## src/rtl/tstc_pkg.sv

```systemverilog
// shared types, constants and state encoding for the three-sum triple counter
`timescale 1ns / 1ps

package tstc_pkg;

    localparam int MAX_VALUES_DEF = 64;
    localparam int VALUE_W        = 32;
    localparam int TALLY_W        = 16;

    typedef struct packed {
        logic signed [VALUE_W-1:0] value;
        logic                      last_value;
    } in_item_t;

    typedef struct packed {
        logic [TALLY_W-1:0] triple_count;
        logic               overflow;
    } out_item_t;

    // commands from the sequencer to the datapath
    typedef struct packed {
        logic store_write;
        logic read;
        logic load_vi;
        logic load_pair;
        logic check;
        logic clear_set;
    } cmd_t;

    typedef enum logic [2:0] {
        ST_IDLE,
        ST_SCAN_START,
        ST_PAIR_I,
        ST_PAIR_J,
        ST_PAIR_SUM,
        ST_K_LOOP,
        ST_FLUSH,
        ST_DONE
    } state_t;

endpackage

```

## src/rtl/three_sum_triple_counter.sv

```systemverilog
// top level of the three-sum triple counter
`timescale 1ns / 1ps

// usage
// input: one signed 32-bit value per transaction, taken at a rising edge with
//   start high and busy low; last_value closes the set
// values arriving while MAX_VALUES are already stored are dropped and set the
//   overflow bit of the result
// loading takes one value per cycle, busy stays low during loading
// after the final transaction busy rises and the block scans every triple
//   i < j < k of the n stored values: the states PAIR_I, PAIR_J and PAIR_SUM
//   set up each pair (i, j) and one k per cycle follows in K_LOOP, streamed
//   through the single store read port
// output: done is high for exactly one cycle with triple_count and overflow on
//   result; the receiver cannot stall, the result is taken in that cycle
// the cycle after done the block is idle and empty for the next set
// reset clears the set count, overflow bit, tally and sequencer; store
//   contents need no clearing since only entries of the current set are read
module three_sum_triple_counter #(
    parameter int MAX_VALUES = tstc_pkg::MAX_VALUES_DEF
) (
    input  logic                clk,
    input  logic                rst_n,
    input  logic                start,
    input  tstc_pkg::in_item_t  item,
    output logic                busy,
    output logic                done,
    output tstc_pkg::out_item_t result
);

    import tstc_pkg::*;

    localparam int IDX_W = $clog2(MAX_VALUES);
    localparam int CNT_W = $clog2(MAX_VALUES + 1);

    cmd_t             cmd;
    logic [IDX_W-1:0] raddr;
    logic [CNT_W-1:0] n;

    tstc_ctrl #(
        .MAX_VALUES (MAX_VALUES)
    ) u_ctrl (
        .clk        (clk),
        .rst_n      (rst_n),
        .start      (start),
        .last_value (item.last_value),
        .n          (n),
        .cmd        (cmd),
        .raddr      (raddr),
        .busy       (busy),
        .done       (done)
    );

    tstc_datapath #(
        .MAX_VALUES (MAX_VALUES)
    ) u_datapath (
        .clk    (clk),
        .rst_n  (rst_n),
        .cmd    (cmd),
        .raddr  (raddr),
        .item   (item),
        .n      (n),
        .result (result)
    );

endmodule

```

## src/rtl/tstc_ram.sv

```systemverilog
// generic single-write, single-read ram with registered read data
`timescale 1ns / 1ps

module tstc_ram #(
    parameter int WIDTH = 32,
    parameter int DEPTH = 64
) (
    input  logic                     clk,
    input  logic                     we,
    input  logic [$clog2(DEPTH)-1:0] waddr,
    input  logic [WIDTH-1:0]         wdata,
    input  logic                     re,
    input  logic [$clog2(DEPTH)-1:0] raddr,
    output logic [WIDTH-1:0]         rdata
);

    logic [WIDTH-1:0] mem [DEPTH];

    always_ff @(posedge clk)
    begin
        if (we)
        begin
            mem[waddr] <= wdata;
        end
        if (re)
        begin
            rdata <= mem[raddr];
        end
    end

endmodule

```

## src/rtl/tstc_ctrl.sv

```systemverilog
// sequencer: load phase, triple scan over (i, j, k) and result strobe
`timescale 1ns / 1ps

module tstc_ctrl #(
    parameter int MAX_VALUES = tstc_pkg::MAX_VALUES_DEF
) (
    input  logic                             clk,
    input  logic                             rst_n,
    input  logic                             start,
    input  logic                             last_value,
    input  logic [$clog2(MAX_VALUES+1)-1:0]  n,
    output tstc_pkg::cmd_t                   cmd,
    output logic [$clog2(MAX_VALUES)-1:0]    raddr,
    output logic                             busy,
    output logic                             done
);

    import tstc_pkg::*;

    localparam int IDX_W = $clog2(MAX_VALUES);
    localparam int CNT_W = $clog2(MAX_VALUES + 1);

    state_t           state_reg, state_next;
    logic [IDX_W-1:0] i_reg, i_next;
    logic [IDX_W-1:0] j_reg, j_next;
    logic [IDX_W-1:0] k_reg, k_next;
    logic             accept;
    logic             last_k, last_j, last_i;

    assign accept = start && (state_reg == ST_IDLE);
    assign last_k = (CNT_W'(k_reg) + CNT_W'(1)) == n;
    assign last_j = (CNT_W'(j_reg) + CNT_W'(2)) == n;
    assign last_i = (CNT_W'(i_reg) + CNT_W'(3)) == n;

    always_ff @(posedge clk or negedge rst_n)
    begin
        if (!rst_n)
        begin
            state_reg <= ST_IDLE;
            i_reg     <= '0;
            j_reg     <= '0;
            k_reg     <= '0;
        end
        else
        begin
            state_reg <= state_next;
            i_reg     <= i_next;
            j_reg     <= j_next;
            k_reg     <= k_next;
        end
    end

    // next state and scan indices
    always_comb
    begin
        state_next = state_reg;
        i_next     = i_reg;
        j_next     = j_reg;
        k_next     = k_reg;
        case (state_reg)
            ST_IDLE:
            begin
                if (accept && last_value)
                begin
                    state_next = ST_SCAN_START;
                end
            end
            ST_SCAN_START:
            begin
                i_next = '0;
                j_next = IDX_W'(1);
                if (n < CNT_W'(3))
                begin
                    state_next = ST_DONE;
                end
                else
                begin
                    state_next = ST_PAIR_I;
                end
            end
            ST_PAIR_I:
            begin
                state_next = ST_PAIR_J;
            end
            ST_PAIR_J:
            begin
                state_next = ST_PAIR_SUM;
            end
            ST_PAIR_SUM:
            begin
                k_next     = j_reg + IDX_W'(1);
                state_next = ST_K_LOOP;
            end
            ST_K_LOOP:
            begin
                if (!last_k)
                begin
                    k_next = k_reg + IDX_W'(1);
                end
                else if (!last_j)
                begin
                    j_next     = j_reg + IDX_W'(1);
                    state_next = ST_PAIR_I;
                end
                else if (!last_i)
                begin
                    i_next     = i_reg + IDX_W'(1);
                    j_next     = i_reg + IDX_W'(2);
                    state_next = ST_PAIR_I;
                end
                else
                begin
                    state_next = ST_FLUSH;
                end
            end
            ST_FLUSH:
            begin
                state_next = ST_DONE;
            end
            ST_DONE:
            begin
                state_next = ST_IDLE;
            end
            default:
            begin
                state_next = ST_IDLE;
            end
        endcase
    end

    // command decode
    always_comb
    begin
        cmd   = '0;
        raddr = i_reg;
        busy  = 1'b1;
        done  = 1'b0;
        case (state_reg)
            ST_IDLE:
            begin
                busy            = 1'b0;
                cmd.store_write = accept;
            end
            ST_PAIR_I:
            begin
                cmd.read = 1'b1;
                raddr    = i_reg;
            end
            ST_PAIR_J:
            begin
                cmd.read    = 1'b1;
                cmd.load_vi = 1'b1;
                raddr       = j_reg;
            end
            ST_PAIR_SUM:
            begin
                cmd.load_pair = 1'b1;
            end
            ST_K_LOOP:
            begin
                cmd.read  = 1'b1;
                cmd.check = 1'b1;
                raddr     = k_reg;
            end
            ST_DONE:
            begin
                done          = 1'b1;
                cmd.clear_set = 1'b1;
            end
            default:
            begin
                cmd = '0;
            end
        endcase
    end

    a_last_starts_scan: assert property (@(posedge clk) disable iff (!rst_n)
        (accept && last_value) |=> (state_reg == ST_SCAN_START))
        else $error("final transaction did not start the scan");

    a_done_then_idle: assert property (@(posedge clk) disable iff (!rst_n)
        done |=> !busy)
        else $error("block stayed busy after the result");

    a_k_above_j: assert property (@(posedge clk) disable iff (!rst_n)
        (state_reg == ST_K_LOOP) |-> (k_reg > j_reg))
        else $error("third index not above second index");

    a_j_above_i: assert property (@(posedge clk) disable iff (!rst_n)
        (state_reg == ST_K_LOOP) |-> (j_reg > i_reg))
        else $error("second index not above first index");

endmodule

```

## src/rtl/tstc_datapath.sv

```systemverilog
// datapath: value store, set count, pair sum and zero-sum tally
`timescale 1ns / 1ps

module tstc_datapath #(
    parameter int MAX_VALUES = tstc_pkg::MAX_VALUES_DEF
) (
    input  logic                             clk,
    input  logic                             rst_n,
    input  tstc_pkg::cmd_t                   cmd,
    input  logic [$clog2(MAX_VALUES)-1:0]    raddr,
    input  tstc_pkg::in_item_t               item,
    output logic [$clog2(MAX_VALUES+1)-1:0]  n,
    output tstc_pkg::out_item_t              result
);

    import tstc_pkg::*;

    localparam int IDX_W = $clog2(MAX_VALUES);
    localparam int CNT_W = $clog2(MAX_VALUES + 1);

    logic [CNT_W-1:0]          count_reg, count_next;
    logic                      dropped_reg, dropped_next;
    logic                      check_reg;
    logic [TALLY_W-1:0]        tally_reg, tally_next;
    logic signed [VALUE_W-1:0] vi_reg;
    logic signed [VALUE_W:0]   pair_reg;
    logic [VALUE_W-1:0]        rdata;
    logic                      full;
    logic                      write_en;
    logic signed [VALUE_W+1:0] triple_sum;

    assign full     = count_reg == CNT_W'(MAX_VALUES);
    assign write_en = cmd.store_write && !full;

    tstc_ram #(
        .WIDTH (VALUE_W),
        .DEPTH (MAX_VALUES)
    ) u_store (
        .clk   (clk),
        .we    (write_en),
        .waddr (count_reg[IDX_W-1:0]),
        .wdata (item.value),
        .re    (cmd.read),
        .raddr (raddr),
        .rdata (rdata)
    );

    // full-width sum, never wraps
    assign triple_sum = (VALUE_W+2)'(pair_reg) + (VALUE_W+2)'($signed(rdata));

    always_comb
    begin
        count_next   = count_reg;
        dropped_next = dropped_reg;
        tally_next   = tally_reg;
        if (cmd.clear_set)
        begin
            count_next   = '0;
            dropped_next = 1'b0;
            tally_next   = '0;
        end
        else
        begin
            if (write_en)
            begin
                count_next = count_reg + CNT_W'(1);
            end
            else if (cmd.store_write)
            begin
                dropped_next = 1'b1;
            end
            // saturate at the top of the tally
            if (check_reg && (triple_sum == '0) && (tally_reg != '1))
            begin
                tally_next = tally_reg + TALLY_W'(1);
            end
        end
    end

    always_ff @(posedge clk or negedge rst_n)
    begin
        if (!rst_n)
        begin
            count_reg   <= '0;
            dropped_reg <= 1'b0;
            tally_reg   <= '0;
            check_reg   <= 1'b0;
        end
        else
        begin
            count_reg   <= count_next;
            dropped_reg <= dropped_next;
            tally_reg   <= tally_next;
            check_reg   <= cmd.check;
        end
    end

    always_ff @(posedge clk)
    begin
        if (cmd.load_vi)
        begin
            vi_reg <= $signed(rdata);
        end
        if (cmd.load_pair)
        begin
            pair_reg <= (VALUE_W+1)'(vi_reg) + (VALUE_W+1)'($signed(rdata));
        end
    end

    assign n                   = count_reg;
    assign result.triple_count = tally_reg;
    assign result.overflow     = dropped_reg;

endmodule

```

## config.mk

```make
export PLATFORM = sky130hd
export DESIGN_NAME = three_sum_triple_counter
export DESIGN_NICKNAME = d
export VERILOG_FILES = /design/src/rtl/tstc_pkg.sv /design/src/rtl/three_sum_triple_counter.sv /design/src/rtl/tstc_ram.sv /design/src/rtl/tstc_ctrl.sv /design/src/rtl/tstc_datapath.sv
export SDC_FILE = /design/constraint.sdc
export NUM_CORES = 2
export LEC_CHECK = 0
export BUFFER_PORTS_ARGS = -buffer_cell sky130_fd_sc_hd__buf_2
export CAP_MARGIN = 10
export CORE_ASPECT_RATIO = 1.75
export CORE_MARGIN = 2
export CORE_UTILIZATION = 40
export DETAILED_ROUTE_END_ITERATION = 10
export PLACE_DENSITY_LB_ADDON = 0.25
export SYNTH_ARGS = -nofsm -noshare
export SYNTH_HDL_FRONTEND = slang
export SYNTH_SLANG_ARGS = --single-unit
```

## constraint.sdc

```tcl
create_clock -name clk -period 10.15 [get_ports clk]
set_input_delay 0.5075 -clock clk [delete_from_list [all_inputs] [get_ports clk]]
set_output_delay 0.5075 -clock clk [all_outputs]
set_load 0.05 [all_outputs]
```

**Yosys cells after proc, flatten, opt, wreduce, memory -nomap -nowiden**

Memory sizes are Yosys's and may differ from the RTL's. A register that Yosys moved wholly into a read port is not among the register bits.
Index checks and enable logic that the tools add are counted.

- Memory bits (writable): 2048
- Flip-flop bits (word level): 111
- Output and inout port bits: 19
- Memories kept: 1
- Logic and storage cells: 94

Memory list:

| memory | depth | bits a word | rd ports | clocked after memory_dff | write ports | line | RTL |
|---|---|---|---|---|---|---|---|
| u_datapath.u_store.mem | 64 | 32 | 1 | 1 | 1 | tstc_ram.sv:17 | `logic [WIDTH-1:0] mem [DEPTH];` |

- Reduce and logical (&&, ||, !) cells: 19
- Equality and inequality tests: 19
- Order comparisons: 1
- Mux-type cells: 33
- Add/subtract/negate cells: 11

Operator list:

| operator | number |
|---|---|
| case mux 6 bit (2 select lines) | 4 |
| 2-to-1 mux 6 bit | 7 |
| adder 33 x 32 -> 34 bit | 1 |
| logical NOT 34 bit | 1 |
| adder 32 x 32 -> 33 bit | 1 |
| 2-to-1 mux 16 bit | 2 |
| case mux 3 bit (8 select lines) | 1 |
| == test 7 bit | 3 |
| adder 6 x 1 -> 6 bit (second input constant) | 3 |
| adder 16 x 1 -> 16 bit (second input constant) | 1 |
| != test 16 bit (second input constant) | 1 |
| 2-to-1 mux 3 bit | 5 |
| adder 6 x 2 -> 7 bit (second input constant) | 2 |
| 2-to-1 mux 7 bit | 2 |
| == test 3 bit (second input constant) | 4 |
| 2-to-1 mux 1 bit | 12 |
| nonzero test 2 bit | 5 |
| != test 2 bit (second input constant) | 4 |
| adder 6 x 1 -> 7 bit (second input constant) | 1 |
| adder 7 x 1 -> 7 bit (second input constant) | 1 |
| == test 7 bit (second input constant) | 1 |
| less-than comparator 7 x 2 -> 1 bit (second input constant) | 1 |
| adder 6 x 2 -> 6 bit (second input constant) | 1 |
| == test 3 x 2 -> 1 bit (second input constant) | 2 |
| other kinds (10) | 17 |

**Logic depth before layout (Yosys ltp)**

- Depth after elaboration: 6
- Mapped depth: 14

**Hierarchy**

A second synthesis with hierarchy kept.

- Cells, all modules: 4390
- Area, all modules: 88172.1 µm²

Modules (own cells, without submodules):

| module | sequential area each (µm²) | times used | area each (µm²) | cells an instance |
|---|---|---|---|---|
| tstc_ram | 62459.9 | 1 | 78835.6 | 3324 |
| tstc_datapath | 2577.5 | 1 | 7224.4 | 789 |
| tstc_ctrl | 525.5 | 1 | 2112.0 | 277 |

**Worst setup path after synthesis**

No wires, ideal clock.

- Kind: register to register
- From: register u_datapath.u_store.rdata[0] (read register of u_datapath.u_store.mem)
- To: register u_datapath.tally_reg[11]
- Path slack: 6.215 ns
- Period minus slack after synthesis: 3.935 ns
- Arrival: 3.810 ns
- Stages on the path, launching flop included: 14
- Setup time: 0.124 ns
- Cell sequence: edfxtp_1 -> ha_1 -> fa_1 -> a211oi_2 -> nor4_4 -> nor2_4 -> a211oi_4 -> or3b_1 -> a2111oi_2 -> o2111ai_1 -> or4b_1 -> buf_2 -> or3_1 -> mux2i_1

- Cells in the longest elaborated chain, start to end: 5

RTL lines:

| what | line | RTL |
|---|---|---|
| from (decl) | tstc_ram.sv:14 | `output logic [WIDTH-1:0] rdata` |
| adder 33 x 32 -> 34 bit | tstc_datapath.sv:49 | `assign triple_sum = (VALUE_W+2)'(pair_reg) + (VALUE_W+2)'($signed(rdata));` |
| logical NOT 34 bit | tstc_datapath.sv:73 | `if (check_reg && (triple_sum == '0) && (tally_reg != '1))` |
| logical AND 1 bit (2 in series) | tstc_datapath.sv:73 |  |
| nonzero test 2 bit (no source line) | - |  |
| to (signal assigned) | tstc_datapath.sv:93 | `tally_reg <= tally_next;` |
| to (decl) | tstc_datapath.sv:24 | `logic [TALLY_W-1:0] tally_reg, tally_next;` |

No other way between the ends.
A chain may end at the register's enable or synchronous reset.

**Worst setup path after layout**

- From: register u_ctrl.state_reg[1]
- To: register u_datapath.u_store.rdata[12] (read register of u_datapath.u_store.mem), data pin

- Cells in the longest elaborated chain, start to end: 3
- Elaborated cells between the ends (all ways): 6
- Classes of those cells: eq/ne (3); mux (2); reduce/logical (1)

RTL lines:

| what | line | RTL |
|---|---|---|
| from (decl) | tstc_ctrl.sv:23 | `state_t state_reg, state_next;` |
| from (signal assigned) | tstc_ctrl.sv:46 | `state_reg <= state_next;` |
| == test 3 x 2 -> 1 bit or == test 3 bit (tied branches) | tstc_ctrl.sv:138 | `case (state_reg)` |
| OR reduction 3 bit (no source line) | - |  |
| 2-to-1 mux 1 bit | tstc_ctrl.sv:138 |  |

Parallel ways exist; a longest one is shown, timed or not.

==> results.json <==
{
  "status": "complete, no violations",
  "powerDensity_nw_per_um2": 175,
  "cp-end-kind": "flip-flop",
  "post-route-period-util": 0.538,
  "cts_setup_buffers": 0,
  "synthCells": 4143,
  "row_count": 227,
  "final.setup.tns_ns": 0,
  "largest_register_ffs": 2048,
  "yosysUniqueCellTypes": 80,
  "dieArea_um2": 224000,
  "slowest_delay_ns": 0.71,
  "ys.warnings.count": 0,
  "synthTopCellsByArea": "edfxtp_1 (73%), mux4_2 (16%), dfrtp_1 (1.3%)",
  "hpwl_um": 130000,
  "avgSynthCellArea_um2": 21.2,
  "cts_num_sinks": 2191,
  "ys_async_sr_fraction": 0.0210,
  "min_period_ns": 5.46,
  "fmax_mhz": 183,
  "clk_pin_slew_ns": 0.07,
  "timing.final.hold_violations": 0,
  "final_core_util": 0.452,
  "slew_headroom": 0.191,
  "detail-route-antenna-nets": 0,
  "synth.most_common_cell": "edfxtp_1",
  "dieWidth_um": 358,
  "gp_congestion": 0.886,
  "required_ns": 10.70,
  "layout-drive-gt1-share": 0.266,
  "setup_violations": 0,
  "ys_seq_area_frac": 0.745,
  "cts_made_buffers": 195,
  "port_buffers": 54,
  "clock-root-buffer": "clkbuf_16",
  "path_buf_inv": 4,
  "rsz0062_at_grt": "false",
  "synth_top_area_frac": 0.732,
  "grt_pass1_vias": 44202,
  "p_leak_nw": 31.0,
  "skew_ns": 0.0347,
  "finalPower_w": 0.0173,
  "ioPinCount": 55,
  "cts_max_path_buffers": 4,
  "core_area_um2": 218000,
  "grt_pass1_wl_um": 330000,
  "via_count": 42780,
  "clock_latency_ns": 0.84,
  "crit_chain": "inv_1 -> ha_1 -> nand2_1 -> inv_1 -> or3_1 -> o221ai_4 -> buf_12 -> buf_12 -> mux4_2 -> mux2_2 -> nand2_1 -> o21ai_0",
  "syn-cell-area_um2": 87900,
  "initial_core_util": 0.403,
  "grt_max_degree": 121,
  "netlist_top_cells_count": "edfxtp_1 (2145), mux4_2 (636), nand2_1 (141), nor2_1 (136), clkbuf_1 (127)",
  "routedWlPerCell_um": 31.7,
  "start_kind": "flip-flop",
  "h-tree-depth": 4,
  "areaGrowthSynthToFinish_pct": 12.3,
  "synth_edf_count": 2145,
  "vias_per_cell": 5.82,
  "grt_usage": 0.209,
  "cts_tree": "yes",
  "peakVddDrop_mv": 0.119,
  "die_y_um": 624,
  "ys_seq_elements": 2191,
  "critPathArrivalTime_ns": 6.01,
  "nets": 4442,
  "hold_path_class": "in2reg",
  "max_slew.worst_pin.slew_ns": 1.21,
  "overflow": 0,
  "yosys.area.top_type": "edfxtp_1",
  "r2r_slack_ns": 4.69,
  "cpMaxStageDelayCell": "nand2_1",
  "drt-initial-drc-count": 4013,
  "holdWs_ns": 0.0762,
  "antenna_found_initial": 12,
  "critPathMaxFanout": 66,
  "critPathTopFamily": "buffers and inverters",
  "remaining_drc_errors": 0,
  "drt-total-wl_um": 233000,
  "synthesis.nets": 4260,
  "crit_type": "reg2reg",
  "synth_top_flop_cell": "edfxtp_1",
  "slew_violations": 0,
  "first_pass_iters": 5,
  "max_cap_viol_count": 0
}
## placed cells by master, fill, tap and decap left out, types with 27 or more instances in the layout
cell	instances
a21o_1	27
a21oi_1	71
buf_2	54
buf_4	124
clkbuf_1	47
clkbuf_16	196
clkinv_1	51
dfrtp_1	46
edfxtp_1	2145
ha_1	79
inv_1	43
mux2_2	32
mux2i_1	56
mux4_2	636
nand2_1	141
nand3_1	42
nor2_1	71
nor2_4	66
nor3_1	28
o21ai_0	99
xnor2_1	39
xor2_1	27
## where the power goes
group          internal [W]  total (W)  switching (W)
Combinational     0.0000113   0.000156       0.000144
Clock               0.00397    0.00721        0.00324
Sequential          0.00992    0.00992              0
## routing by layer
| metal | part of all wire | vias to the layer above | track usage |
|---|---|---|---|
| met1 | 0.37 | 23325 | 0.256 |
| met2 | 0.54 | 1389 | 0.380 |
| met3 | 0.051 | 319 | 0.0223 |
| li1 | - | 17745 | - |
| met5 | 0.000047 | - | 0 |
| met4 | 0.038 | 2 | 0.0725 |
## per-stage QoR
step,cell area [um2],setup WS (ns),cells
5_1_grt,98800,4.37,7350
6_report,98800,4.69,7354
4_1_cts,98700,4.65,7332
3_5_place_dp,92700,4.68,6989
2_1_floorplan,87900,6.22,4143
3_3_place_gp,92700,4.73,6989
## path summary, 6_finish.rpt
| kind | start | end | depth (start not counted) |
|---|---|---|---|
| max | u_ctrl.state_reg[1] | u_datapath.u_store.rdata[12] | 12 |
| min | start | u_datapath.dropped_reg | 5 |
| max reg2reg | u_ctrl.state_reg[1] | u_datapath.u_store.rdata[12] | 12 |
| min reg2reg | u_datapath.dropped_reg | u_datapath.dropped_reg | 2 |
| max in group asynchronous | rst_n | u_datapath.n[3] | 3 |
| min in group asynchronous | rst_n | u_ctrl.k_reg[5] | 3 |
## worst register-to-register path, stage by stage (launching register included)
cell	delay [ns]
dfrtp_1	0.38
inv_1	0.09
ha_1	0.31
nand2_1	0.71
inv_1	0.51
or3_1	0.52
o221ai_4	0.10
buf_12	0.61
buf_12	0.65
mux4_2	0.74
mux2_2	0.33
nand2_1	0.14
o21ai_0	0.10
## timing repair
item / in CTS / in global routing
endpoints found under the hold margin: 46 / 0
gates resized for setup: 0 / 0
hold buffers: 1 / 0
## logic make-up after synthesis
group / share of synthesized area
AO/OA/AOI/OAI: 0.0247
XOR/XNOR: 0.00657
adder cells (fa/ha/maj): 0.0117
buffers and inverters: 0.0108
flip-flops: 0.745
multiplexers: 0.173
AND/OR/NAND/NOR: 0.0274
## area by class of cell
type / instances / area (um2)
inverter: 44 / 165
sequential: 2191 / 65600
timing repair buffer: 190 / 1430
fill: 18008 / 120000
clock inverter: 99 / 903
antenna: 22 / 55.1
multi-input combinational: 1703 / 22000
tap: 2862 / 3580
clock buffer: 243 / 5080
Power figures use the tool's default switching activity.
